===== config.mk =====
export PLATFORM = sky130hd
export DESIGN_NAME = chacha_front
export DESIGN_NICKNAME = d
export VERILOG_FILES = /design/src/assert_macros.svh /design/src/chacha_pkg.sv /design/src/chacha_front.sv
export SDC_FILE = /design/constraint.sdc
export NUM_CORES = 1
export LEC_CHECK = 0
export ABC_CLOCK_PERIOD_IN_PS = 3200
export BUFFER_PORTS_ARGS = -buffer_cell sky130_fd_sc_hd__buf_4
export CAP_MARGIN = 20
export CORE_UTILIZATION = 35
export CTS_BUF_LIST = sky130_fd_sc_hd__clkbuf_8
export CTS_CLUSTER_DIAMETER = 150
export DETAILED_ROUTE_END_ITERATION = 10
export GPL_ROUTABILITY_DRIVEN = 0
export PLACE_DENSITY_LB_ADDON = 0.2
export SYNTH_ARGS = -nofsm -noshare
export SYNTH_HDL_FRONTEND = slang
export SYNTH_SLANG_ARGS = --single-unit

===== constraint.sdc =====
create_clock -name clk_i -period 3.2 [get_ports clk_i]
set_input_delay 0 -clock clk_i [delete_from_list [all_inputs] [get_ports clk_i]]
set_output_delay 0 -clock clk_i [all_outputs]
set_load 0.005 [all_outputs]

===== src/assert_macros.svh =====
// Assertion macros used by the top-level RTL file.
`ifndef ASSERT_MACROS_SVH
`define ASSERT_MACROS_SVH

// Same-cycle implication, checked outside reset.
`define ASSERT_IMPL(label, ante, cons) \
  label: assert property (@(posedge clk_i) disable iff (!rst_ni) (ante) |-> (cons)) \
    else $error("implication check failed");

// Next-cycle implication, checked outside reset.
`define ASSERT_NEXT(label, ante, cons) \
  label: assert property (@(posedge clk_i) disable iff (!rst_ni) (ante) |=> (cons)) \
    else $error("next-cycle check failed");

`endif


===== src/chacha_pkg.sv =====
// Shared types, constants and functions of the ChaCha20 stream block.
package chacha_pkg;

  localparam int unsigned DOUBLE_ROUNDS_DEF = 10;
  localparam int unsigned MID_DEPTH         = 4;
  localparam int unsigned OUT_DEPTH         = 2;

  localparam logic [31:0] SIGMA0 = 32'h61707865;
  localparam logic [31:0] SIGMA1 = 32'h3320646e;
  localparam logic [31:0] SIGMA2 = 32'h79622d32;
  localparam logic [31:0] SIGMA3 = 32'h6b206574;

  localparam logic [3:0] FULL_WORD_BYTES = 4'd8;
  localparam logic [2:0] LAST_WORD_POS   = 3'd7;

  typedef enum logic [2:0] {
    CFG_KEY0      = 3'd0,
    CFG_KEY1      = 3'd1,
    CFG_KEY2      = 3'd2,
    CFG_KEY3      = 3'd3,
    CFG_NONCE_LO  = 3'd4,
    CFG_NONCE_HI  = 3'd5,
    CFG_INIT_CTR  = 3'd6
  } cfg_reg_e;

  typedef struct packed {
    logic [3:0][63:0] key;
    logic [63:0]      nonce_lo;
    logic [31:0]      nonce_hi;
  } key_cfg_t;

  // One request queued between front and back.
  typedef struct packed {
    logic [63:0] data;
    logic [3:0]  cnt;
    logic        last;
    logic        need_blk;
    logic [2:0]  pos;
    logic [31:0] ctr;
  } item_t;

  typedef struct packed {
    logic [63:0] data;
    logic [3:0]  cnt;
    logic        last;
  } result_t;

  typedef struct packed {
    logic busy;
    logic done;
  } core_st_t;

  typedef struct packed {
    logic proc;
    logic need_blk;
    logic blk_ok;
    logic start;
  } back_st_t;

  typedef struct packed {
    logic [31:0] a;
    logic [31:0] b;
    logic [31:0] c;
    logic [31:0] d;
  } qr_t;

  function automatic logic [31:0] rotl(input logic [31:0] v, input int unsigned amt);
    rotl = (v << amt) | (v >> (32 - amt));
  endfunction

  function automatic qr_t qround(input logic [31:0] a_in, input logic [31:0] b_in,
                                 input logic [31:0] c_in, input logic [31:0] d_in);
    logic [31:0] a, b, c, d;
    a = a_in; b = b_in; c = c_in; d = d_in;
    a = a + b; d = rotl(d ^ a, 16);
    c = c + d; b = rotl(b ^ c, 12);
    a = a + b; d = rotl(d ^ a, 8);
    c = c + d; b = rotl(b ^ c, 7);
    qround = '{a: a, b: b, c: c, d: d};
  endfunction

  function automatic logic [63:0] byte_mask(input logic [3:0] cnt);
    logic [63:0] m;
    m = '0;
    for (int b = 0; b < 8; b++) begin
      if (4'(b) < cnt) begin
        m[8*b +: 8] = 8'hff;
      end
    end
    byte_mask = m;
  endfunction

endpackage


===== src/chacha_front.sv =====
// Front end: tracks message position and block counter, tags each request.
module chacha_front (
  input  logic                clk_i,
  input  logic                rst_ni,
  input  logic                accept_i,
  input  logic [63:0]         data_i,
  input  logic [3:0]          cnt_i,
  input  logic                last_i,
  input  logic [31:0]         init_ctr_i,
  output chacha_pkg::item_t   item_o
);
  import chacha_pkg::*;

  logic [2:0]  pos_q, pos_d, pos;
  logic [31:0] ctr_q, ctr_d, ctr;
  logic        active_q, active_d;
  logic [3:0]  cnt;

  assign pos = active_q ? pos_q : '0;
  assign ctr = active_q ? ctr_q : init_ctr_i;
  assign cnt = (last_i && cnt_i != '0 && cnt_i <= FULL_WORD_BYTES) ? cnt_i : FULL_WORD_BYTES;

  assign item_o = '{data: data_i, cnt: cnt, last: last_i, need_blk: (pos == '0),
                    pos: pos, ctr: ctr};

  always_comb begin
    pos_d    = pos_q;
    ctr_d    = ctr_q;
    active_d = active_q;
    if (accept_i) begin
      if (last_i) begin
        active_d = 1'b0;
        pos_d    = '0;
        ctr_d    = ctr;
      end else if (pos == LAST_WORD_POS) begin
        active_d = 1'b1;
        pos_d    = '0;
        ctr_d    = ctr + 32'd1;
      end else begin
        active_d = 1'b1;
        pos_d    = pos + 3'd1;
        ctr_d    = ctr;
      end
    end
  end

  always_ff @(posedge clk_i or negedge rst_ni) begin
    if (!rst_ni) begin
      pos_q    <= '0;
      ctr_q    <= '0;
      active_q <= 1'b0;
    end else begin
      pos_q    <= pos_d;
      ctr_q    <= ctr_d;
      active_q <= active_d;
    end
  end
endmodule


==> impl_metrics.toml <==
[outcome]
status = "finished, final reports clean"

[placement]
hpwl_um = 6070
placedCellCount = 502
numPortBuffers = 80
place_ws_ns = 0.661

[detailed_routing]
dr_total_vias = 2520
first_pass_iters = 4
wire_per_inst_um = 15.5
remaining_drc_errors = 0
first_iter_violations = 90
antenna_left = 0
vias_per_cell = 4.92
wl_um = 7910

[yosys]
yosys.area.top_type = "dfrtp_1"
synth.top_cell.area_share_pct = 26.5
synth_most_common_cell = "buf_4"
synth-async-reset-ratio_pct = 100
netlist_top_cells_count = "buf_4, mux2_2, dfrtp_1"
synth_edf_count = 0
synthesis.area_sq_mm = 0.00340
syn_area_per_cell_sq_um = 9.23
ys_types = 50
ys_warn_count = 0
synthCells = 369
synth_area_leaders = "dfrtp_1, buf_4, mux2_2, mux2i_1, xnor2_1"
ys_seq_elements = 36
synth-main-ff-cell = "dfrtp_1"
ys_seq_area_share_pct = 26.5
synth_fp_nets = 477

[worst_setup_path]
crit_family = "simple AND/OR/NAND/NOR gates"
critPathLaunchType = "flip-flop"
crit_type = "flip-flop to flip-flop"
critPathMaxStageDelay_ns = 0.43
worstPathCellList = "and2_1 > ha_1 > ha_1 > nand3b_1 > nor4b_4 > nand4_4 > nor3_2 > mux2i_1 > a211o_1"
crit_path_end_kind = "flip-flop"
arrival_ns = 2.72
crit_buf_inv = 0
required_ns = 3.38
crit_top_cell = "ha_1"
critPathSlowestCell = "dfrtp_2"
critPathMaxFanout = 8

[floorplanning]
start_util_pct = 36.5
die_h_um = 101
io_pins = 209
die_area_sq_mm = 0.0101
die-width_um = 101
coreArea_sq_mm = 0.00933
rows = 35

[finish]
drive_above_1_share_pct = 37.1
nNetsFinal = 490
num_antenna_cells = 0
syn_to_final_growth_pct = 9.63
fin_util_pct = 40.0
fin_cells = 512
register_area_sq_um = 902
multi_input_area_sq_mm = 0.00183
nFillCells = 938

[power]
power_density_mw_per_mm2 = 466
design_power_total_uw = 1740
static-leakage-power_uw = 0.00167
ir_worst_vdd_v = 0.000209

[timing]
post-route-min-period_ns = 2.54
finalSetupViolCount = 0
tns_ns = 0
rsz0062_at_grt = "no"
slew_viol_final = 0
hold_viol_final = 0
slew_headroom_pct = 53.0
final.setup_skew_ns = 0.00232
final.setup.worst_slack_ns = 0.659
timing.final.crit_share_pct = 79.4
fmax_mhz = 394
tightestPinTransition_ns = 0.701

[clock_network]
cts.clk_slew.worst_paths_ns = 0.08
post_cts_buffers = 0
cts_tree = "built"
postCtsHoldBufs = 2
ctsResizeCount = 0
insertion_delay_ns = 0.29
clock_sinks = 36
clockRootBuffer = "clkbuf_8"
cts_buffers = 5
htreeDepth = 2
cts_buffer_depth = 2

[global_routing]
grt_max_degree = 47
overflow = 0
grt_usage_pct = 16.1
antenna_found_initial = 0
grt_pass1_wl_um = 12700
grt_pass1_vias = 2549

[job]
drv_cap = 0

[hold_path]
hold_path_class = "primary input to output pin"
power breakdown:
part	switching (uW)	internal [uW]	leakage, uW
combinational	338	391	0.00119
clock	170	170	0.0000538
sequential	102	567	0.000424
total	610	1130	0.00167
final timing paths:
kind,start,endpoint,slack [ns],cells after the start
worst max-delay path,active_q,ctr_q[24],0.66,9
worst min-delay path,data_i[9],item_o[50],0.000002,0
worst max register to register,active_q,ctr_q[24],0.66,9
worst min register to register,ctr_q[31],ctr_q[31],0.52,2
max in group asynchronous,rst_ni,active_q,2.61,2
min in group asynchronous,rst_ni,ctr_q[14],0.22,2
sequential cells by signal, indices dropped and copies added, names as in the netlist:
signal / flops
active_q: 1
pos_q: 3
ctr_q: 32
cell families (layout without fill, tap and decap cells):
| kind of cell | Yosys count | after routing | share of synthesized area, % |
|---|---|---|---|
| xor+xnor | 27 | 27 | 6.95 |
| compound gates | 32 | 32 | 7.20 |
| buf+inv | 107 | 121 | 19.7 |
| flops | 36 | 36 | 26.5 |
| simple gates | 100 | 100 | 18.3 |
| mux | 63 | 63 | 20.0 |
| fa+ha+maj | 4 | 4 | 1.47 |
placed cells by master, fill, tap and decap left out, types with 7 or more instances in the layout:
master,instances
buf_4,82
mux2_2,37
dfrtp_1,35
inv_1,31
mux2i_1,25
xnor2_1,22
nand2_1,18
nor2_1,14
nand3_1,13
nand3b_1,11
nand4_1,8
o21ai_0,7
nor3_1,7
worst reg2reg max path: stages, from the launching register on:
cell	delay [ns]
dfrtp_2	0.43
and2_1	0.20
ha_1	0.16
ha_1	0.19
nand3b_1	0.16
nor4b_4	0.40
nand4_4	0.22
nor3_2	0.27
mux2i_1	0.11
a211o_1	0.29
layout make-up:
type / count / share of cell area (%)
Inverter: 29 / 2.92
Timing Repair Buffer: 84 / 17.0
Clock buffer: 6 / 2.21
Sequential cell: 36 / 24.2
Tap cell: 129 / 4.32
Multi-Input combinational cell: 226 / 49.1
Clock inverter: 2 / 0.201
metal layers:
metal  track usage [%]  share of wire [%]  vias up
met1              20.7                 45     1183
li1                  -                  -     1232
met3              3.81                6.0       16
met4              4.35                1.1        0
met5                 0                  0        -
met2              26.9                 48       89
per-stage QoR:
stage / area, sq um / hold slack, ns
6_report: 3730 / 0.00000164
5_1_grt: 3730 / 0.00000797
4_1_cts: 3730 / 0.0000346
3_5_place_dp: 3620 / 0.0000346
3_3_place_gp: 3620 / 0.0000346
2_1_floorplan: 3400 / -0.296
(Power assumes the default switching activity.)
