## config.mk

```make
export PLATFORM = sky130hd
export DESIGN_NAME = chacha_fifo
export DESIGN_NICKNAME = d
export VERILOG_FILES = /design/src/assert_macros.svh /design/src/chacha_fifo.sv
export SDC_FILE = /design/constraint.sdc
export NUM_CORES = 1
export LEC_CHECK = 0
export ABC_AREA = 1
export BUFFER_PORTS_ARGS = -buffer_cell sky130_fd_sc_hd__buf_2
export CORE_ASPECT_RATIO = 0.8
export CORE_MARGIN = 1
export CORE_UTILIZATION = 49
export DETAILED_ROUTE_END_ITERATION = 8
export HOLD_SLACK_MARGIN = 0.12
export PLACE_DENSITY = 0.87
export SLEW_MARGIN = 5
export SYNTH_ARGS = -nofsm -noshare
export SYNTH_HDL_FRONTEND = slang
export SYNTH_SLANG_ARGS = --single-unit
```

## constraint.sdc

```tcl
create_clock -name clk_i -period 1.6 [get_ports clk_i]
set_input_delay 0.32 -clock clk_i [delete_from_list [all_inputs] [get_ports clk_i]]
set_output_delay 0.32 -clock clk_i [all_outputs]
set_load 0.03 [all_outputs]
```

## src/assert_macros.svh

```systemverilog
// Assertion macros used by the top-level RTL file.
`ifndef ASSERT_MACROS_SVH
`define ASSERT_MACROS_SVH

// Same-cycle implication, checked outside reset.
`define ASSERT_IMPL(label, ante, cons) \
  label: assert property (@(posedge clk_i) disable iff (!rst_ni) (ante) |-> (cons)) \
    else $error("implication check failed");

// Next-cycle implication, checked outside reset.
`define ASSERT_NEXT(label, ante, cons) \
  label: assert property (@(posedge clk_i) disable iff (!rst_ni) (ante) |=> (cons)) \
    else $error("next-cycle check failed");

`endif

```

## src/chacha_fifo.sv

```systemverilog
// Small flip-flop queue with registered storage and first-word read-out.
module chacha_fifo #(
  parameter int unsigned WIDTH = 8,
  parameter int unsigned DEPTH = 2
) (
  input  logic             clk_i,
  input  logic             rst_ni,
  input  logic             push_i,
  input  logic [WIDTH-1:0] wdata_i,
  input  logic             pop_i,
  output logic [WIDTH-1:0] rdata_o,
  output logic             full_o,
  output logic             empty_o
);
  localparam int unsigned PTR_W = (DEPTH > 1) ? $clog2(DEPTH) : 1;
  localparam int unsigned CNT_W = $clog2(DEPTH + 1);

  logic [WIDTH-1:0] mem_q [DEPTH];
  logic [PTR_W-1:0] wr_ptr_q, wr_ptr_d, rd_ptr_q, rd_ptr_d;
  logic [CNT_W-1:0] cnt_q, cnt_d;
  logic             do_push, do_pop;

  assign full_o  = (cnt_q == CNT_W'(DEPTH));
  assign empty_o = (cnt_q == '0);
  assign do_push = push_i && !full_o;
  assign do_pop  = pop_i && !empty_o;
  assign rdata_o = mem_q[rd_ptr_q];

  always_comb begin
    wr_ptr_d = wr_ptr_q;
    rd_ptr_d = rd_ptr_q;
    cnt_d    = cnt_q;
    if (do_push) begin
      wr_ptr_d = (wr_ptr_q == PTR_W'(DEPTH - 1)) ? '0 : wr_ptr_q + 1'b1;
    end
    if (do_pop) begin
      rd_ptr_d = (rd_ptr_q == PTR_W'(DEPTH - 1)) ? '0 : rd_ptr_q + 1'b1;
    end
    if (do_push && !do_pop) begin
      cnt_d = cnt_q + 1'b1;
    end else if (do_pop && !do_push) begin
      cnt_d = cnt_q - 1'b1;
    end
  end

  always_ff @(posedge clk_i or negedge rst_ni) begin
    if (!rst_ni) begin
      wr_ptr_q <= '0;
      rd_ptr_q <= '0;
      cnt_q    <= '0;
    end else begin
      wr_ptr_q <= wr_ptr_d;
      rd_ptr_q <= rd_ptr_d;
      cnt_q    <= cnt_d;
    end
  end

  always_ff @(posedge clk_i) begin
    if (do_push) begin
      mem_q[wr_ptr_q] <= wdata_i;
    end
  end
endmodule

```

==> results of run 1 <==
flip-flops by register name (all words and copies together), names as in the netlist:
signal	count
cnt_q	2
mem_q	16
rd_ptr_q	1
wr_ptr_q	1
power by group:
part           internal (mW)  switching [mW]  total (mW)
Sequential             0.726          0.0882       0.814
Clock                 0.0875           0.126       0.214
Combinational          0.278           0.599       0.877
per-layer routing:
layer  vias to the layer above  global-route usage [%]  wire length, um
li1                        293                       -                -
met1                       269                   17.41              551
met2                        12                   32.19              739
met3                         0                   8.491               59
met4                         0                   4.286                0
met5                         -                       0                0
cell usage after synthesis:
cell       n  area, um2
nor2_1     2      7.510
dfrtp_1    4      100.1
ha_1       1      12.51
xnor2_1    1      8.760
inv_2      1      3.750
nor2_2     2      12.51
nand3b_1   1      7.510
nand4_1    1      6.260
nand2_1   33      123.9
nand3_1    1      5.000
edfxtp_1  16      480.5
o21ai_0    2      10.01
inv_1      7      26.28
buf_2      1      5.000
path summary, 6_finish.rpt:
path / start / endpoint / slack, ns
min in group asynchronous: rst_ni / rd_ptr_q / 0.36
max in group asynchronous: rst_ni / rd_ptr_q / 1.10
min: wdata_i[6] / mem_q[0][6] / 0.22
max: rd_ptr_q / rdata_o[1] / 0.11
min reg2reg: wr_ptr_q / wr_ptr_q / 0.50
max reg2reg: cnt_q[0] / cnt_q[1] / 0.18
cells by family after synthesis:
logic type / after synthesis / share of synthesized area, %
AO/OA/AOI/OAI: 2 / 1.237
XOR/XNOR: 1 / 1.082
buffers and inverters: 9 / 4.327
flip-flops: 20 / 71.72
AND/OR/NAND/NOR: 40 / 20.09
adder cells (fa/ha/maj): 1 / 1.545
critical path: stages, from the launching register on:
cell     delay [ns]
dfrtp_2        0.46
buf_4          0.16
nand2_1        0.05
nand2_1        0.04
buf_2          0.17
final cells by class:
class / count / area, um2
clock buffer: 3 / 22.52
fill: 113 / 461.7
inverter: 8 / 32.53
multi-input combinational: 44 / 193.9
sequential: 20 / 581.8
tap: 21 / 26.28
timing repair buffer: 25 / 137.6
per-stage QoR:
step	total power, mW	util, %	std cells	hold WS [ns]
global route	2.047	68.30	121	0.1954
global placement	1.628	64.78	115	0.1317
finish	1.905	68.30	121	0.2189
floorplan	1.424	-	73	0.02441
detailed placement	1.652	64.78	115	0.1366
CTS	1.871	67.10	119	0.2115
what timing repair did:
item,CTS,global route
pin swaps,0,0
hold buffers,1,0
setup endpoints to repair,5,8
buffers inserted,0,2
hold endpoints to repair,4,0
resized for setup,1,1
==> results.md, run 1 <==
* Reg2Reg Depth at 6
* Die H at 38.36 um
* Commonest non-fill, non-tap cell in the layout: nand2_1
* Final wirelength at 1350 um
* Crit path required time at 1.28 ns
* Seq/Total Area, Yosys at 71.72%
* Vias in the first global route at 516
* Standard-cell rows at 12
* DR iter-0 viols at 12
* Power Dens Cells at 1915 nW/um2
* Cell Area, Synth at 809.5 um2
* Initial Util at 55.58%
* WHS Path Cells at 1
* Pleak at 0.4770 nW
* #FFs+latches synth at 20
* Latest clock arrival within the worst-skew pair at 0.29 ns
* GPL Wtd Cong at 0.7774
* PortBufs at 21
* Final WS setup at 0.1080 ns
* Synth warn at 0
* Final slew viol count at 0
* Pre-CTS WS at 0.1753 ns
* Initial antenna violation count at 0
* Mapped Cells at 73
* Peak VDD IR at 1.091 mV
* CP Class: register to output pin
* I/O pin cnt at 22
* Setup crit start kind: register
* Fin Setup TNS at 0 ns
* Final min period at 1.492 ns
* Run status: finished clean
* Post-route DRC at 0
* Worst Tran Pin Value at 0.3185 ns
* Synth Area per Inst at 11.09 um2
* Routed Antenna Nets at 0
* Clk_skew at 0.005215 ns
* Max-Cap Viols at 0
* TritonCTS clock tree: yes
* Global-route wire length before repair at 2035 um
* Final period util at 93.25%
* DP HPWL at 990.4 um
* Die width at 47.45 um
* Fmax at 670.2 MHz
* Remaining Overflow, GRT at 0
* Core box area at 1456 um2
* Clk sinks at 20
* RSZ-0062 raised after global routing: no
* Most frequent cells in the layout: nand2_1 (33), buf_2 (21), edfxtp_1 (16)
* Critical Path End Type: output pin
* Hold Crit Class: input port to register
* DR vias at 574
* Relative slew margins at 78.74%
* Crit path arrival time at 1.17 ns
* Root buf cell: clkbuf_4
* DP Area at 943.4 um2
* Routed length per instance at 11.16 um
* Share of post-route cells with drive strength above 1 at 31.00%
* Die area at 1820 um2
* Yosys cell types at 14
* Largest net degree at the start of global routing at 11
* Reg clk slew, reported paths at 0.09 ns
* Vias per inst at 4.744
* Finished Cell Area at 994.7 um2
* CTS Buf Count at 3
* Nets at 115
* Clock Path Buffers at 2
* # H-tree levels at 1
* Layout area overhead at 22.87%
* DRT Pass-1 Iters at 3
* Max FO, Critical Path at 5
* Total GRT Usage at 17.56%
* Fin. Hold Viols at 0
* Final number of setup-violating endpoints at 0
* Diodes inserted at 0
* Syn nets at 86
(Power assumes the default switching activity.)
==> run 2, diff against run 1 <==
--- a/config.mk
+++ b/config.mk
@@ -7,7 +7,6 @@
 export LEC_CHECK = 0
 export ABC_AREA = 1
 export BUFFER_PORTS_ARGS = -buffer_cell sky130_fd_sc_hd__buf_2
-export CORE_ASPECT_RATIO = 0.8
 export CORE_MARGIN = 1
 export CORE_UTILIZATION = 49
 export DETAILED_ROUTE_END_ITERATION = 8
==> results.md, run 2 (same netlist as run 1, synthesis figures left out) <==
* Fmax at 659.0 MHz
* Worst Setup SP: rd_ptr_q
* GPL Wtd Cong at 0.7706
* Diodes inserted at 0
* TritonCTS clock tree: yes
* Most frequent CP cell: nand2_1
* Hold Crit Class: input port to register
* Nets at 115
* Global-route wire length before repair at 2490 um
* DP HPWL at 1012 um
* Most flop-heavy register: mem_q
* Max reg flops at 16
* Layout area overhead at 25.50%
* CTS Buf Count at 3
* Relative slew margins at 78.61%
* Max stage delay on crit path at 0.43 ns
* Final number of setup-violating endpoints at 0
* Vias per inst at 4.872
* Critical Path End Type: output pin
* Die width at 42.65 um
* Core box area at 1524 um2
* Final min period at 1.517 ns
* Total GRT Usage at 18.55%
* Power Dens Cells at 2058 nW/um2
* Most frequent cells in the layout: nand2_1 (33), buf_2 (21), edfxtp_1 (16)
* Routed length per instance at 11.65 um
* Post-route DRC at 0
* Clock Path Buffers at 2
* Fin Hold WS at 0.2032 ns
* Max FO, Critical Path at 9
* Worst Tran Pin Value at 0.3205 ns
* Final wirelength at 1363 um
* Die area at 1819 um2
* Setup crit start kind: register
* Clk sinks at 20
* Reg clk slew, reported paths at 0.11 ns
* Remaining Overflow, GRT at 0
* DR vias at 570
* Initial antenna violation count at 0
* Final slew viol count at 0
* DR iter-0 viols at 11
* I/O pin cnt at 22
* Standard-cell rows at 14
* Die H at 42.65 um
* Max-Cap Viols at 0
* Latest clock arrival within the worst-skew pair at 0.30 ns
* Clk_skew at 0.001506 ns
* Commonest non-fill, non-tap cell in the layout: nand2_1
* Initial Util at 53.12%
* Peak VDD IR at 0.8837 mV
* Fin Setup TNS at 0 ns
* RSZ-0062 raised after global routing: no
* Share of post-route cells with drive strength above 1 at 31.68%
* Vias in the first global route at 640
* Crit path cell chain: inv_2 -> nand2_1 -> nand2_1 -> buf_2
* Final period util at 94.83%
* Largest regs: mem_q (16), cnt_q (2)
* Routed Antenna Nets at 0
* Root buf cell: clkbuf_4
* Largest net degree at the start of global routing at 13
* DRT Pass-1 Iters at 4
* Fin. Hold Viols at 0
* R2R Path Start: cnt_q[0]
* Crit path required time at 1.28 ns
* Final design utilization at 66.67%
* CP Class: register to output pin
* PortBufs at 21
* Hold path startpoint: wdata_i[7]
* Crit path arrival time at 1.20 ns
* Critical path's slowest cell: dfrtp_2
* Pleak at 0.4908 nW
* Run status: finished clean
* # H-tree levels at 1
run 2: critical path, delay by kind of cell, from the launching register on:
kind                   cells  cell delay (ns)
AND/OR/NAND/NOR            2             0.14
flip-flops                 1             0.43
buffers and inverters      2             0.32
run 2: area by class of cell:
| type | count | area, um2 |
|---|---|---|
| Clock buffer | 3 | 22.52 |
| Clock inverter | 1 | 30.03 |
| Fill cell | 111 | 508.0 |
| Inverter | 8 | 30.03 |
| Multi-Input combinational cell | 44 | 193.9 |
| Sequential cell | 20 | 581.8 |
| Tap cell | 16 | 20.02 |
| Timing Repair Buffer | 25 | 137.6 |
run 2: path summary, 6_finish.rpt:
check	slack, ns	end	cells after the start
max in group asynchronous	1.12	rd_ptr_q	2
worst min-delay path	0.20	mem_q[1][7]	1
min in group asynchronous	0.35	cnt_q[0]	2
worst min register to register	0.50	wr_ptr_q	2
worst max register to register	0.16	cnt_q[1]	6
worst max-delay path	0.08	rdata_o[1]	4
run 2: what timing repair did:
action / in CTS / in global routing
resized for setup: 1 / 0
hold buffers: 1 / 0
buffers inserted: 2 / 0
setup endpoints to repair: 8 / 0
hold endpoints to repair: 4 / 0
run 2: layer usage:
layer | track usage, % | part of all wire [%] | vias to the layer above
met4 | 7.500 | 0.95 | 0
met3 | 1.293 | 2.8 | 2
li1 | - | - | 290
met5 | 0 | 0 | -
met1 | 22.85 | 41 | 260
met2 | 33.33 | 56 | 18
run 2: power breakdown:
group	leakage, nW	switching [mW]	internal [mW]
logic	0.267	0.608	0.277
clock network	0.0279	0.152	0.253
registers	0.196	0.0763	0.725
run 2: per-stage QoR:
step	worst slack (ns)	instances	area, um2	power, mW
6_report	0.08266	117	1016	2.091
5_1_grt	0.01026	117	1016	2.233
4_1_cts	0.07966	117	1016	2.101
3_5_place_dp	0.2076	110	937.1	1.653
3_3_place_gp	0.2277	110	937.1	1.620
2_1_floorplan	0.1214	73	809.5	1.424
==> run 3, diff against run 2 <==
--- a/config.mk
+++ b/config.mk
@@ -6,12 +6,16 @@
 export NUM_CORES = 1
 export LEC_CHECK = 0
 export ABC_AREA = 1
+export ABC_CLOCK_PERIOD_IN_PS = 1600
 export BUFFER_PORTS_ARGS = -buffer_cell sky130_fd_sc_hd__buf_2
+export CELL_PAD_IN_SITES_DETAIL_PLACEMENT = 1
+export CELL_PAD_IN_SITES_GLOBAL_PLACEMENT = 2
+export CORE_ASPECT_RATIO = 0.5
 export CORE_MARGIN = 1
-export CORE_UTILIZATION = 49
+export CORE_UTILIZATION = 31
 export DETAILED_ROUTE_END_ITERATION = 8
 export HOLD_SLACK_MARGIN = 0.12
-export PLACE_DENSITY = 0.87
+export PLACE_DENSITY = 0.88
 export SLEW_MARGIN = 5
 export SYNTH_ARGS = -nofsm -noshare
 export SYNTH_HDL_FRONTEND = slang
==> results.md, run 3 (same netlist as run 1, synthesis figures left out) <==
* Final number of setup-violating endpoints at 0
* Max-Cap Viols at 0
* Final period util at 91.02%
* # H-tree levels at 1
* Crit path required time at 1.28 ns
* TritonCTS clock tree: yes
* Max stage delay on crit path at 0.45 ns
* Finished Cell Area at 1035 um2
* PortBufs at 21
* Die area at 2832 um2
* Standard-cell rows at 12
* CTS Buf Count at 3
* CP Class: register to output pin
* Largest net degree at the start of global routing at 12
* Clk_skew at 0.004965 ns
* Setup crit start kind: register
* Final slew viol count at 0
* RSZ-0062 raised after global routing: no
* Latest clock arrival within the worst-skew pair at 0.25 ns
* Fmax at 686.7 MHz
* I/O pin cnt at 22
* GPL Wtd Cong at 0.7560
* Fin. Hold Viols at 0
* Initial antenna violation count at 0
* Die H at 38.14 um
* Total GRT Usage at 12.12%
* Remaining Overflow, GRT at 0
* Hold path startpoint: wdata_i[3]
* DRT Pass-1 Iters at 2
* Max reg flops at 16
* Layout area overhead at 27.82%
* Run status: finished clean
* Commonest non-fill, non-tap cell in the layout: nand2_1
* Diodes inserted at 0
* Initial Util at 34.56%
* Die width at 74.27 um
* Routed Antenna Nets at 0
* Power Dens Cells at 1953 nW/um2
* Routed length per instance at 10.72 um
* Core box area at 2342 um2
* Vias in the first global route at 561
* DR vias at 547
* Relative slew margins at 78.76%
* Crit path cell chain: inv_4 -> nand2_1 -> nand2_1 -> buf_2
* Share of post-route cells with drive strength above 1 at 30.69%
* Most frequent CP cell: nand2_1
* Worst Setup SP: rd_ptr_q
* Nets at 115
* Critical path's slowest cell: dfrtp_2
* DP Area at 960.9 um2
* Clock Path Buffers at 2
* Max FO, Critical Path at 9
* Critical Path End Type: output pin
* DR iter-0 viols at 58
* Most frequent cells in the layout: nand2_1 (33), buf_2 (21), edfxtp_1 (16)
* Most flop-heavy register: mem_q
* Peak VDD IR at 0.5799 mV
* Fin Hold WS at 0.2536 ns
* Vias per inst at 4.022
* Crit path arrival time at 1.14 ns
* Total power at 2.021 mW
* Clk sinks at 20
* Final min period at 1.456 ns
* Worst Tran Pin Value at 0.3183 ns
* Global-route wire length before repair at 2456 um
* Root buf cell: clkbuf_8
* Reg clk slew, reported paths at 0.07 ns
* Fin Setup TNS at 0 ns
* R2R Path Start: cnt_q[0]
* Pleak at 0.4859 nW
* Final wirelength at 1458 um
* Hold Crit Class: input port to register
* Largest regs: mem_q (16), cnt_q (2)
* Post-route DRC at 0
-- run 3: changes by cell type in the layout (fill, tap and decap cells not counted) --
| cell | before | now |
|---|---|---|
| clkbuf_1 | 0 | 1 |
| clkbuf_8 | 0 | 3 |
| inv_4 | 0 | 1 |
| inv_2 | 1 | 0 |
| bufinv_16 | 1 | 0 |
| clkbuf_4 | 3 | 0 |
-- run 3: routing by layer --
metal  wire (um)  track usage [%]  part of all wire (%)
met5           0                0                     0
met4           0            2.830                     0
met3          50            3.158                   3.4
met2         784            23.18                    54
met1         623            13.88                    43
-- run 3: critical path, delay by kind of cell, from the launching register on --
kind | cells | cell delay (ns)
buffers and inverters | 2 | 0.30
DFF | 1 | 0.45
and+or+nand+nor | 2 | 0.14
-- run 3: where the power goes --
part	leakage (nW)	switching, mW	internal, mW
clock	0.0228	0.149	0.177
sequential	0.196	0.0912	0.727
combinational	0.267	0.600	0.278
-- run 3: per-stage QoR --
step                      cells  setup slack (ns)  utilization (%)
after global placement      129            0.2377            41.03
after global routing        136           0.04173            44.18
final                       136            0.1437            44.18
after detailed placement    129            0.2078            41.03
after floorplan              73            0.1214                -
after CTS                   134          0.004600            43.43
-- run 3: final timing paths --
path	slack, ns	cells after the start	to
worst max register to register	0.20	6	cnt_q[1]
max in group asynchronous	1.07	2	rd_ptr_q
worst min-delay path	0.25	1	mem_q[1][3]
min in group asynchronous	0.40	2	cnt_q[1]
worst max-delay path	0.14	4	rdata_o[0]
worst min register to register	0.50	2	wr_ptr_q
-- run 3: repair_timing --
item,CTS,global route
endpoints found under the hold margin,4,0
setup endpoints to repair,8,3
gates resized for setup,1,1
setup buffers,0,2
hold buffers,1,0
-- run 3: layout make-up --
| cell class | instances | area [um2] |
|---|---|---|
| clock buffers | 4 | 45.04 |
| multi-input cells | 44 | 193.9 |
| repair buffers | 25 | 137.6 |
| flip-flops and latches | 20 | 581.8 |
| well taps | 35 | 43.79 |
| inverters | 8 | 32.53 |
| fillers | 276 | 1308 |
