==> config.mk <==
export PLATFORM = sky130hd
export DESIGN_NAME = chacha_back
export DESIGN_NICKNAME = d
export VERILOG_FILES = /design/src/assert_macros.svh /design/src/chacha_pkg.sv /design/src/chacha_back.sv
export SDC_FILE = /design/constraint.sdc
export NUM_CORES = 1
export LEC_CHECK = 0
export BUFFER_PORTS_ARGS = -buffer_cell sky130_fd_sc_hd__buf_2
export CAP_MARGIN = 25
export CELL_PAD_IN_SITES_DETAIL_PLACEMENT = 1
export CELL_PAD_IN_SITES_GLOBAL_PLACEMENT = 2
export CORE_AREA = 5 5 284 286
export CTS_CLUSTER_SIZE = 24
export DETAILED_ROUTE_END_ITERATION = 16
export DIE_AREA = 0 0 289 291
export PLACE_DENSITY = 0.57
export SYNTH_ARGS = -nofsm -noshare
export SYNTH_HDL_FRONTEND = slang
export SYNTH_SLANG_ARGS = --single-unit
==> constraint.sdc <==
create_clock -name clk_i -period 2.63 [get_ports clk_i]
set_clock_uncertainty 0.05 [all_clocks]
set_input_delay 0.3945 -clock clk_i [delete_from_list [all_inputs] [get_ports clk_i]]
set_output_delay 0.3945 -clock clk_i [all_outputs]
set_load 0.02 [all_outputs]
==> src/assert_macros.svh <==
// Assertion macros used by the top-level RTL file.
`ifndef ASSERT_MACROS_SVH
`define ASSERT_MACROS_SVH

// Same-cycle implication, checked outside reset.
`define ASSERT_IMPL(label, ante, cons) \
  label: assert property (@(posedge clk_i) disable iff (!rst_ni) (ante) |-> (cons)) \
    else $error("implication check failed");

// Next-cycle implication, checked outside reset.
`define ASSERT_NEXT(label, ante, cons) \
  label: assert property (@(posedge clk_i) disable iff (!rst_ni) (ante) |=> (cons)) \
    else $error("next-cycle check failed");

`endif

==> src/chacha_pkg.sv <==
// Shared types, constants and functions of the ChaCha20 stream block.
package chacha_pkg;

  localparam int unsigned DOUBLE_ROUNDS_DEF = 10;
  localparam int unsigned MID_DEPTH         = 4;
  localparam int unsigned OUT_DEPTH         = 2;

  localparam logic [31:0] SIGMA0 = 32'h61707865;
  localparam logic [31:0] SIGMA1 = 32'h3320646e;
  localparam logic [31:0] SIGMA2 = 32'h79622d32;
  localparam logic [31:0] SIGMA3 = 32'h6b206574;

  localparam logic [3:0] FULL_WORD_BYTES = 4'd8;
  localparam logic [2:0] LAST_WORD_POS   = 3'd7;

  typedef enum logic [2:0] {
    CFG_KEY0      = 3'd0,
    CFG_KEY1      = 3'd1,
    CFG_KEY2      = 3'd2,
    CFG_KEY3      = 3'd3,
    CFG_NONCE_LO  = 3'd4,
    CFG_NONCE_HI  = 3'd5,
    CFG_INIT_CTR  = 3'd6
  } cfg_reg_e;

  typedef struct packed {
    logic [3:0][63:0] key;
    logic [63:0]      nonce_lo;
    logic [31:0]      nonce_hi;
  } key_cfg_t;

  // One request queued between front and back.
  typedef struct packed {
    logic [63:0] data;
    logic [3:0]  cnt;
    logic        last;
    logic        need_blk;
    logic [2:0]  pos;
    logic [31:0] ctr;
  } item_t;

  typedef struct packed {
    logic [63:0] data;
    logic [3:0]  cnt;
    logic        last;
  } result_t;

  typedef struct packed {
    logic busy;
    logic done;
  } core_st_t;

  typedef struct packed {
    logic proc;
    logic need_blk;
    logic blk_ok;
    logic start;
  } back_st_t;

  typedef struct packed {
    logic [31:0] a;
    logic [31:0] b;
    logic [31:0] c;
    logic [31:0] d;
  } qr_t;

  function automatic logic [31:0] rotl(input logic [31:0] v, input int unsigned amt);
    rotl = (v << amt) | (v >> (32 - amt));
  endfunction

  function automatic qr_t qround(input logic [31:0] a_in, input logic [31:0] b_in,
                                 input logic [31:0] c_in, input logic [31:0] d_in);
    logic [31:0] a, b, c, d;
    a = a_in; b = b_in; c = c_in; d = d_in;
    a = a + b; d = rotl(d ^ a, 16);
    c = c + d; b = rotl(b ^ c, 12);
    a = a + b; d = rotl(d ^ a, 8);
    c = c + d; b = rotl(b ^ c, 7);
    qround = '{a: a, b: b, c: c, d: d};
  endfunction

  function automatic logic [63:0] byte_mask(input logic [3:0] cnt);
    logic [63:0] m;
    m = '0;
    for (int b = 0; b < 8; b++) begin
      if (4'(b) < cnt) begin
        m[8*b +: 8] = 8'hff;
      end
    end
    byte_mask = m;
  endfunction

endpackage

==> src/chacha_back.sv <==
// Back end: starts keystream blocks on demand and XORs queued words.
module chacha_back (
  input  logic                  clk_i,
  input  logic                  rst_ni,
  input  chacha_pkg::item_t     head_i,
  input  logic                  head_valid_i,
  output logic                  head_pop_o,
  input  logic                  out_full_i,
  output logic                  out_push_o,
  output chacha_pkg::result_t   out_o,
  output logic                  core_start_o,
  output logic [31:0]           core_ctr_o,
  input  chacha_pkg::core_st_t  core_st_i,
  input  logic [15:0][31:0]     ks_i,
  output chacha_pkg::back_st_t  st_o
);
  import chacha_pkg::*;

  typedef enum logic [1:0] {
    B_RUN  = 2'b01,
    B_WAIT = 2'b10
  } back_state_e;

  back_state_e state_q, state_d;
  logic        blk_ok_q, blk_ok_d;
  logic        proc, start;
  logic [63:0] ks_pair;

  assign proc    = head_valid_i && !out_full_i && (!head_i.need_blk || blk_ok_q);
  assign start   = (state_q == B_RUN) && head_valid_i && head_i.need_blk && !blk_ok_q;
  assign ks_pair = {ks_i[{head_i.pos, 1'b1}], ks_i[{head_i.pos, 1'b0}]};

  assign head_pop_o   = proc;
  assign out_push_o   = proc;
  assign out_o        = '{data: (head_i.data ^ ks_pair) & byte_mask(head_i.cnt),
                          cnt: head_i.cnt, last: head_i.last};
  assign core_start_o = start;
  assign core_ctr_o   = head_i.ctr;
  assign st_o         = '{proc: proc, need_blk: head_i.need_blk, blk_ok: blk_ok_q,
                          start: start};

  always_comb begin
    state_d  = state_q;
    blk_ok_d = blk_ok_q;
    if (proc && head_i.need_blk) begin
      blk_ok_d = 1'b0;
    end
    case (state_q)
      B_RUN: begin
        if (start) begin
          state_d = B_WAIT;
        end
      end
      B_WAIT: begin
        if (core_st_i.done) begin
          state_d  = B_RUN;
          blk_ok_d = 1'b1;
        end
      end
      default: state_d = B_RUN;
    endcase
  end

  always_ff @(posedge clk_i or negedge rst_ni) begin
    if (!rst_ni) begin
      state_q  <= B_RUN;
      blk_ok_q <= 1'b0;
    end else begin
      state_q  <= state_d;
      blk_ok_q <= blk_ok_d;
    end
  end
endmodule
==> flow_metrics.tcl, run 1 <==
set metrics [dict create \
    grt-ovfl-total 0 \
    hp-class "in2reg" \
    die_x_um 289 \
    area_growth_pct 76.1 \
    worst_slew_pin_slew_ns 0.592 \
    dp_hpwl_mm 44.2 \
    rows 103 \
    grt_pass1_wl_mm 65.6 \
    core_area_um2 78100 \
    yosys.area.top_type "mux2i_1" \
    critPathKind "in2out" \
    p_per_area_nw_per_um2 214 \
    dr.pass1.iters 4 \
    crit_arrival_ns 2.14 \
    utilization 0.145 \
    cts_tree "built" \
    dr.first_iter.drc_count 188 \
    die_h_um 291 \
    timing.final.crit_share 0.984 \
    clk_latency_ns 0.22 \
    synth_top_cell_area_share 0.384 \
    synthCells 720 \
    ys_types 34 \
    total_leakage_power_nw 5.75 \
    slowest_stage "a221oi_2" \
    totalWireLength_mm 48.8 \
    r2r_cells 4 \
    place_congestion 0.830 \
    syn_area_per_cell_um2 8.91 \
    clock_sinks 3 \
    drc 0 \
    cts_made_buffers 3 \
    synth_ff_type "dfrtp_1" \
    slew_headroom 0.605 \
    ys_warn_count 0 \
    ys_ff_latch 3 \
    ir_worst_vdd_mv 0.162 \
    hold-path-cell-count 2 \
    nets 1978 \
    grt_antenna_before_repair 13 \
    vias 8468 \
    die-area_um2 84100 \
    htree_levels 1 \
    max_stage_delay_ns 0.43 \
    place_area_um2 11100 \
    post_drt_wl_per_cell_um 20.3 \
    final_hold_viol_count 0 \
    max_freq_mhz 387 \
    io_buffer_count 663 \
    critPathLaunchType "input port" \
    slew_violations 0 \
    cp-end-kind "output port" \
    grt_pass1_vias 9336 \
    synthTopCellsByArea "mux2i_1 38%, a221oi_2 13%, mux2_1 6.1%" \
    cp.required_ns 2.19 \
    via_per_inst 3.51 \
    fin_crit_ns 2.59 \
    synth.top_cells.by_count "246 x mux2i_1, 55 x a221oi_2, 51 x buf_4, 50 x nor2_1" \
    drive_above_1_share 0.621 \
    stdcell_area_um2 11300 \
    post-synth-top-count-cell "mux2i_1" \
    status "finished clean" \
    synth_edf_count 0 \
    synth_nets 1343 \
    track_usage 0.105 \
    ant_nets 0 \
    cts-root-buf "clkbuf_16" \
    async_reset_ff_frac 1.00 \
    drv_cap 0 \
    start_util 0.0822 \
    cts_max_path_buffers 2 \
    path_cells "buf_16 > buf_16 > buf_4 > mux2i_1 > a221oi_2 > buf_4 > mux2_1 > buf_2" \
    ys_seq_area_frac 0.0119 \
    finalSetupViolCount 0 \
    boundaryPins 731 \
    path_clk_slew_ns 0.03 \
    grt_max_degree 36 \
    syn-cell-area_um2 6420 \
    cp_max_fo 13 \
]
==> metrics by stage <==
step	setup TNS [ns]	total power [mW]	setup WS (ns)	hold WS [ns]	instances
finish	0	2.42	0.0432	0.341	2411
global route	-0.0000453	2.60	-0.0000453	0.350	2407
CTS	0	2.47	0.0171	0.342	2401
detailed placement	-0.335	2.21	-0.0942	0.156	2396
global placement	-0.318	2.19	-0.0878	0.147	2396
floorplan	0	1.22	0.362	0.0489	720
==> path summary, 6_finish.rpt <==
kind	from	to	slack [ns]
setup / recovery	head_i[32]	out_o[60]	0.04
hold / removal	core_st_i[0]	state_q[1]$_DFFE_PN0P_	0.34
setup reg to reg	blk_ok_q$_DFF_PN0_	state_q[0]$_DFFE_PN1P_	1.54
hold reg to reg	state_q[1]$_DFFE_PN0P_	state_q[1]$_DFFE_PN0P_	0.48
max in group asynchronous	rst_ni	state_q[0]$_DFFE_PN1P_	1.88
min in group asynchronous	rst_ni	state_q[1]$_DFFE_PN0P_	0.45
==> where the power goes <==
| group | internal, mW | switching, mW |
|---|---|---|
| clock | 0.200 | 0.0419 |
| sequential | 0.0537 | 0.00467 |
| combinational | 1.02 | 1.11 |
| total | 1.27 | 1.15 |
==> placed cells by master, fill, tap and decap left out, types with 2 or more instances in the layout <==
cell	instances
o21ai_0	10
buf_2	658
o22ai_1	11
nor2b_1	41
dfrtp_1	2
o22ai_2	3
a221oi_2	56
buf_6	2
buf_16	4
a31o_1	8
a22o_1	43
mux2_2	31
nor2_1	50
diode_2	7
inv_1	2
a22oi_1	16
mux2_1	35
buf_4	55
clkbuf_16	5
nand2b_1	19
a21oi_1	8
mux2i_1	245
buf_12	16
nand2_1	18
nor2b_4	2
==> flip-flops by register name, indices dropped and copies added (netlist names) <==
name / cells
blk_ok_q: 1
state_q: 2
==> layer usage <==
metal	GRT usage	wire, um	vias to the layer above
li1	-	-	4022
met1	0.123	18900	3939
met2	0.197	24600	451
met3	0.0222	4400	50
met4	0.0163	891	6
met5	0	40	-
==> area by class of cell <==
cell class / instances / area, um2
antenna: 7 / 17.5
inverter: 2 / 7.51
tap: 1050 / 1310
clock buffer: 4 / 78.8
multi-input combinational: 607 / 5580
timing repair buffer: 738 / 4220
sequential: 3 / 76.3
fill: 9540 / 66800
==> critical path, delay by kind of cell <==
family | cells | cell delay [ns]
buffers and inverters | 5 | 0.84
multiplexers | 2 | 0.45
AO/OA/AOI/OAI | 1 | 0.43
==> kinds of logic after synthesis <==
group	count (synthesis)	synth area share
multiplexers	312	0.500
buffers and inverters	110	0.130
AND/OR/NAND/NOR	137	0.109
flip-flops	3	0.0119
AO/OA/AOI/OAI	158	0.250
==> repair_timing <==
action,4_1_cts,5_1_grt
resized for setup,5,9
setup endpoints to repair,10,6
setup buffers,0,1
hold buffers,1,0
gates cloned,0,2
hold endpoints to repair,2,0
No activity file was read; power rests on OpenSTA's default activity.
==> run 2: changes to the inputs <==
--- a/config.mk
+++ b/config.mk
@@ -14,6 +14,7 @@
 export DETAILED_ROUTE_END_ITERATION = 16
 export DIE_AREA = 0 0 289 291
 export PLACE_DENSITY = 0.57
+export SETUP_SLACK_MARGIN = 0.05
 export SYNTH_ARGS = -nofsm -noshare
 export SYNTH_HDL_FRONTEND = slang
 export SYNTH_SLANG_ARGS = --single-unit
==> flow_metrics.tcl, run 2 (synthesized netlist as in run 1, its figures left out) <==
set metrics [dict create \
    top_usage_layer "met2" \
    cts_max_path_buffers 2 \
    power_switching_share 0.475 \
    power_frac_seq 0.024 \
    die_x_um 289 \
    die_h_um 291 \
    largest_reg_flops 2 \
    boundaryPins 731 \
    via_per_inst 3.52 \
    vias 8492 \
    rows 103 \
    status "finished clean" \
    rsz0062_at_grt "no" \
    placedCellCount 2396 \
    grt_use_met3 0.0222 \
    slew_violations 0 \
    fin_crit_ns 2.58 \
    p_int_mw 1.28 \
    io_buffer_count 663 \
    ant_nets 0 \
    clk_latency_ns 0.22 \
    totalWireLength_mm 49.4 \
    area_growth_pct 77.5 \
    p_comb_frac 0.877 \
    die-area_um2 84100 \
    cp.required_ns 2.19 \
    final_common_cell "buf_2" \
    hold_ws_ns 0.341 \
    setup_tns_ns 0 \
    stdcell_area_um2 11400 \
    core_area_um2 78100 \
    grt_pass1_wl_mm 65.8 \
    top_register "state_q" \
    cp-end-kind "output port" \
    cts_made_buffers 3 \
    start_util 0.0822 \
    drv_cap 0 \
    final_hold_viol_count 0 \
    slew_headroom 0.606 \
    final_cell_mix "658 x buf_2, 245 x mux2i_1, 56 x buf_4" \
    clkPwrFrac 0.099 \
    total_leakage_power_nw 5.80 \
    crit_arrival_ns 2.13 \
    p_per_area_nw_per_um2 215 \
    drc 0 \
    critPathLaunchType "input port" \
    met2_usage 0.198 \
    clock_sinks 3 \
    cp_max_fo 18 \
    max_freq_mhz 388 \
    grtUsageMet1 0.123 \
    power_switching_mw 1.16 \
    final_cells 2413 \
    finalSetupViolCount 0 \
    worst_slew_pin_slew_ns 0.592 \
    grt_pass1_vias 9371 \
    place_congestion 0.830 \
    grt-ovfl-total 0 \
    ir_worst_vdd_mv 0.162 \
    drive_above_1_share 0.621 \
    grt_max_degree 36 \
    cts_tree "built" \
    path_clk_slew_ns 0.03 \
    cts-root-buf "clkbuf_16" \
    timing.final.crit_share 0.980 \
    htree_levels 1 \
    nets 1982 \
    fin_ws_ns 0.0539 \
    dr.pass1.iters 4 \
    post-place-ws_ns -0.0942 \
    reg.largest.list "state_q x2, blk_ok_q x1" \
    critPathKind "in2out" \
    post_drt_wl_per_cell_um 20.5 \
    dr.first_iter.drc_count 190 \
    grt_antenna_before_repair 13 \
    track_usage 0.105 \
    hp-class "in2reg" \
    place_area_um2 11100 \
    dp_hpwl_mm 44.2 \
]
[run 2: path summary, 6_finish.rpt]
kind	depth (start not counted)	slack [ns]	from	endpoint
worst max-delay path	8	0.05	head_i[33]	out_o[60]
worst min-delay path	2	0.34	core_st_i[0]	state_q[1]$_DFFE_PN0P_
worst max register to register	4	1.54	blk_ok_q$_DFF_PN0_	state_q[0]$_DFFE_PN1P_
worst min register to register	1	0.48	state_q[1]$_DFFE_PN0P_	state_q[1]$_DFFE_PN0P_
max in group asynchronous	2	1.88	rst_ni	state_q[0]$_DFFE_PN1P_
min in group asynchronous	2	0.45	rst_ni	state_q[1]$_DFFE_PN0P_
[run 2: layout make-up]
class	instances	area [um2]
clock buffer	4	78.8
sequential	3	76.3
multi-input combinational	607	5580
inverter	2	7.51
timing repair buffer	742	4320
tap	1050	1310
fill	9526	66700
antenna	5	12.5
[run 2: power groups by stage]
| stage | clock [mW] | combinational (mW) | sequential [mW] |
|---|---|---|---|
| 4_1_cts | 0.244 | 2.18 | 0.0586 |
| 2_1_floorplan | 0 | 1.16 | 0.0570 |
| 5_1_grt | 0.249 | 2.31 | 0.0597 |
| 6_report | 0.242 | 2.15 | 0.0584 |
| 3_5_place_dp | 0 | 2.15 | 0.0590 |
| 3_3_place_gp | 0 | 2.13 | 0.0583 |
[run 2: what timing repair did]
item,CTS,global route
gates cloned,1,4
pin swaps,1,0
endpoints found under the hold margin,2,0
setup buffers,0,2
gates resized for setup,8,6
setup endpoints to repair,23,22
hold buffers,1,0
[run 2: stage by stage]
step | total power, mW | utilization
after detailed placement | 2.21 | 0.142
after global routing | 2.62 | 0.146
after floorplan | 1.22 | -
after global placement | 2.19 | 0.142
after CTS | 2.48 | 0.144
final | 2.45 | 0.146
[run 2: worst max-delay path: stages]
cell and delay [ns]:
buf_2 0.16, nor2b_4 0.16, buf_12 0.16, a22o_1 0.22
a221oi_2 0.33, buf_4 0.19, mux2_1 0.31, buf_2 0.16
[run 2: layer usage]
metal / wire length, um / part of all wire
met1: 19200 / 0.39
met2: 24900 / 0.50
met3: 4390 / 0.089
met4: 897 / 0.018
met5: 40 / 0.00081
==> run 3: changes to the inputs <==
--- a/config.mk
+++ b/config.mk
@@ -14,7 +14,7 @@
 export DETAILED_ROUTE_END_ITERATION = 16
 export DIE_AREA = 0 0 289 291
 export PLACE_DENSITY = 0.57
-export SETUP_SLACK_MARGIN = 0.05
+export RECOVER_POWER = 50
 export SYNTH_ARGS = -nofsm -noshare
 export SYNTH_HDL_FRONTEND = slang
 export SYNTH_SLANG_ARGS = --single-unit
==> flow_metrics.tcl, run 3 (synthesized netlist as in run 1, its figures left out) <==
set metrics [dict create \
    boundaryPins 731 \
    grt_pass1_vias 9336 \
    rows 103 \
    final_cell_mix "648 x buf_2, 245 x mux2i_1, 56 x a221oi_2" \
    place_congestion 0.830 \
    vias 8476 \
    via_per_inst 3.52 \
    total_leakage_power_nw 5.71 \
    core_area_um2 78100 \
    path_clk_slew_ns 0.03 \
    dr.pass1.iters 4 \
    final_cells 2411 \
    finalSetupViolCount 0 \
    placedCellCount 2396 \
    cp.required_ns 2.19 \
    largest_reg_flops 2 \
    stdcell_area_um2 11300 \
    cts_tree "built" \
    cts_max_path_buffers 2 \
    dr.first_iter.drc_count 189 \
    track_usage 0.105 \
    cts-root-buf "clkbuf_16" \
    critPathLaunchType "input port" \
    grt-ovfl-total 0 \
    ir_worst_vdd_mv 0.161 \
    slew_violations 0 \
    drc 0 \
    worst_slew_pin_slew_ns 0.592 \
    cp-end-kind "output port" \
    slew_headroom 0.605 \
    slowest_stage "a221oi_2" \
    die_h_um 291 \
    max_freq_mhz 387 \
    drive_above_1_share 0.613 \
    place_area_um2 11100 \
    top_register "state_q" \
    post_drt_wl_per_cell_um 20.3 \
    status "finished clean" \
    timing.final.crit_share 0.982 \
    setup_tns_ns 0 \
    path_cells "buf_16 > buf_16 > buf_4 > mux2i_1 > a221oi_2 > buf_4 > mux2_1 > buf_2" \
    nets 1978 \
    htree_levels 1 \
    reg.largest.list "state_q x2, blk_ok_q x1" \
    io_buffer_count 663 \
    drv_cap 0 \
    grt_max_degree 36 \
    grt_pass1_wl_mm 65.6 \
    clk_latency_ns 0.22 \
    critPathKind "in2out" \
    start_util 0.0822 \
    area_growth_pct 75.7 \
    die_x_um 289 \
    fin_crit_ns 2.58 \
    final_hold_viol_count 0 \
    cp_max_fo 13 \
    crit_arrival_ns 2.14 \
    die-area_um2 84100 \
    ant_nets 0 \
    finalPower_mw 2.42 \
    max_stage_delay_ns 0.43 \
    rsz0062_at_grt "no" \
    grt_antenna_before_repair 13 \
    clock_sinks 3 \
    p_per_area_nw_per_um2 214 \
    cts_made_buffers 3 \
    hp-class "in2reg" \
    totalWireLength_mm 48.8 \
    final_common_cell "buf_2" \
    dp_hpwl_mm 44.2 \
]
## run 3: final timing paths
check	startpoint	endpoint	slack [ns]	cells past startpoint
hold reg to reg	state_q[1]$_DFFE_PN0P_	state_q[1]$_DFFE_PN0P_	0.48	1
hold / removal	core_st_i[0]	state_q[1]$_DFFE_PN0P_	0.34	2
setup / recovery	head_i[32]	out_o[60]	0.05	8
setup reg to reg	blk_ok_q$_DFF_PN0_	state_q[0]$_DFFE_PN1P_	1.54	4
max in group asynchronous	rst_ni	state_q[0]$_DFFE_PN1P_	1.82	2
min in group asynchronous	rst_ni	state_q[1]$_DFFE_PN0P_	0.47	2
## run 3: power breakdown
group          switching (mW)  leakage [nW]  internal [mW]
Clock                  0.0418        0.0382          0.200
Combinational            1.11          5.63           1.01
Sequential            0.00471        0.0362         0.0531
Total                    1.15          5.71           1.26
## run 3: layout make-up
type | instances | area (um2)
flip-flops and latches | 3 | 76.3
diodes | 7 | 17.5
repair buffers | 738 | 4200
multi-input cells | 607 | 5580
well taps | 1050 | 1310
inverters | 2 | 7.51
fillers | 9547 | 66800
clock buffers | 4 | 78.8
## run 3: routing by layer
metal,track usage,share of wire
met5,0,0.00082
met4,0.0163,0.018
met3,0.0222,0.093
met2,0.197,0.50
met1,0.123,0.38
## run 3: metrics by stage
step           hold WS, ns  worst slack [ns]  utilization
3_3_place_gp         0.147           -0.0878        0.142
6_report             0.342            0.0470        0.144
2_1_floorplan       0.0489             0.362            -
3_5_place_dp         0.156           -0.0942        0.142
4_1_cts              0.342            0.0171        0.143
5_1_grt              0.350           0.00454        0.144
## run 3: repair_timing
action                                 CTS  global route
setup endpoints to repair               10             6
cloned                                   0             2
setup buffers                            0             1
hold buffers                             1             0
gates resized for setup                  5             9
endpoints found under the hold margin    2             0
## run 3: worst max-delay path, delay by kind of cell
| family | cells | cell delay, ns |
|---|---|---|
| buffers and inverters | 5 | 0.84 |
| muxes | 2 | 0.44 |
| AOI/OAI and AO/OA | 1 | 0.43 |
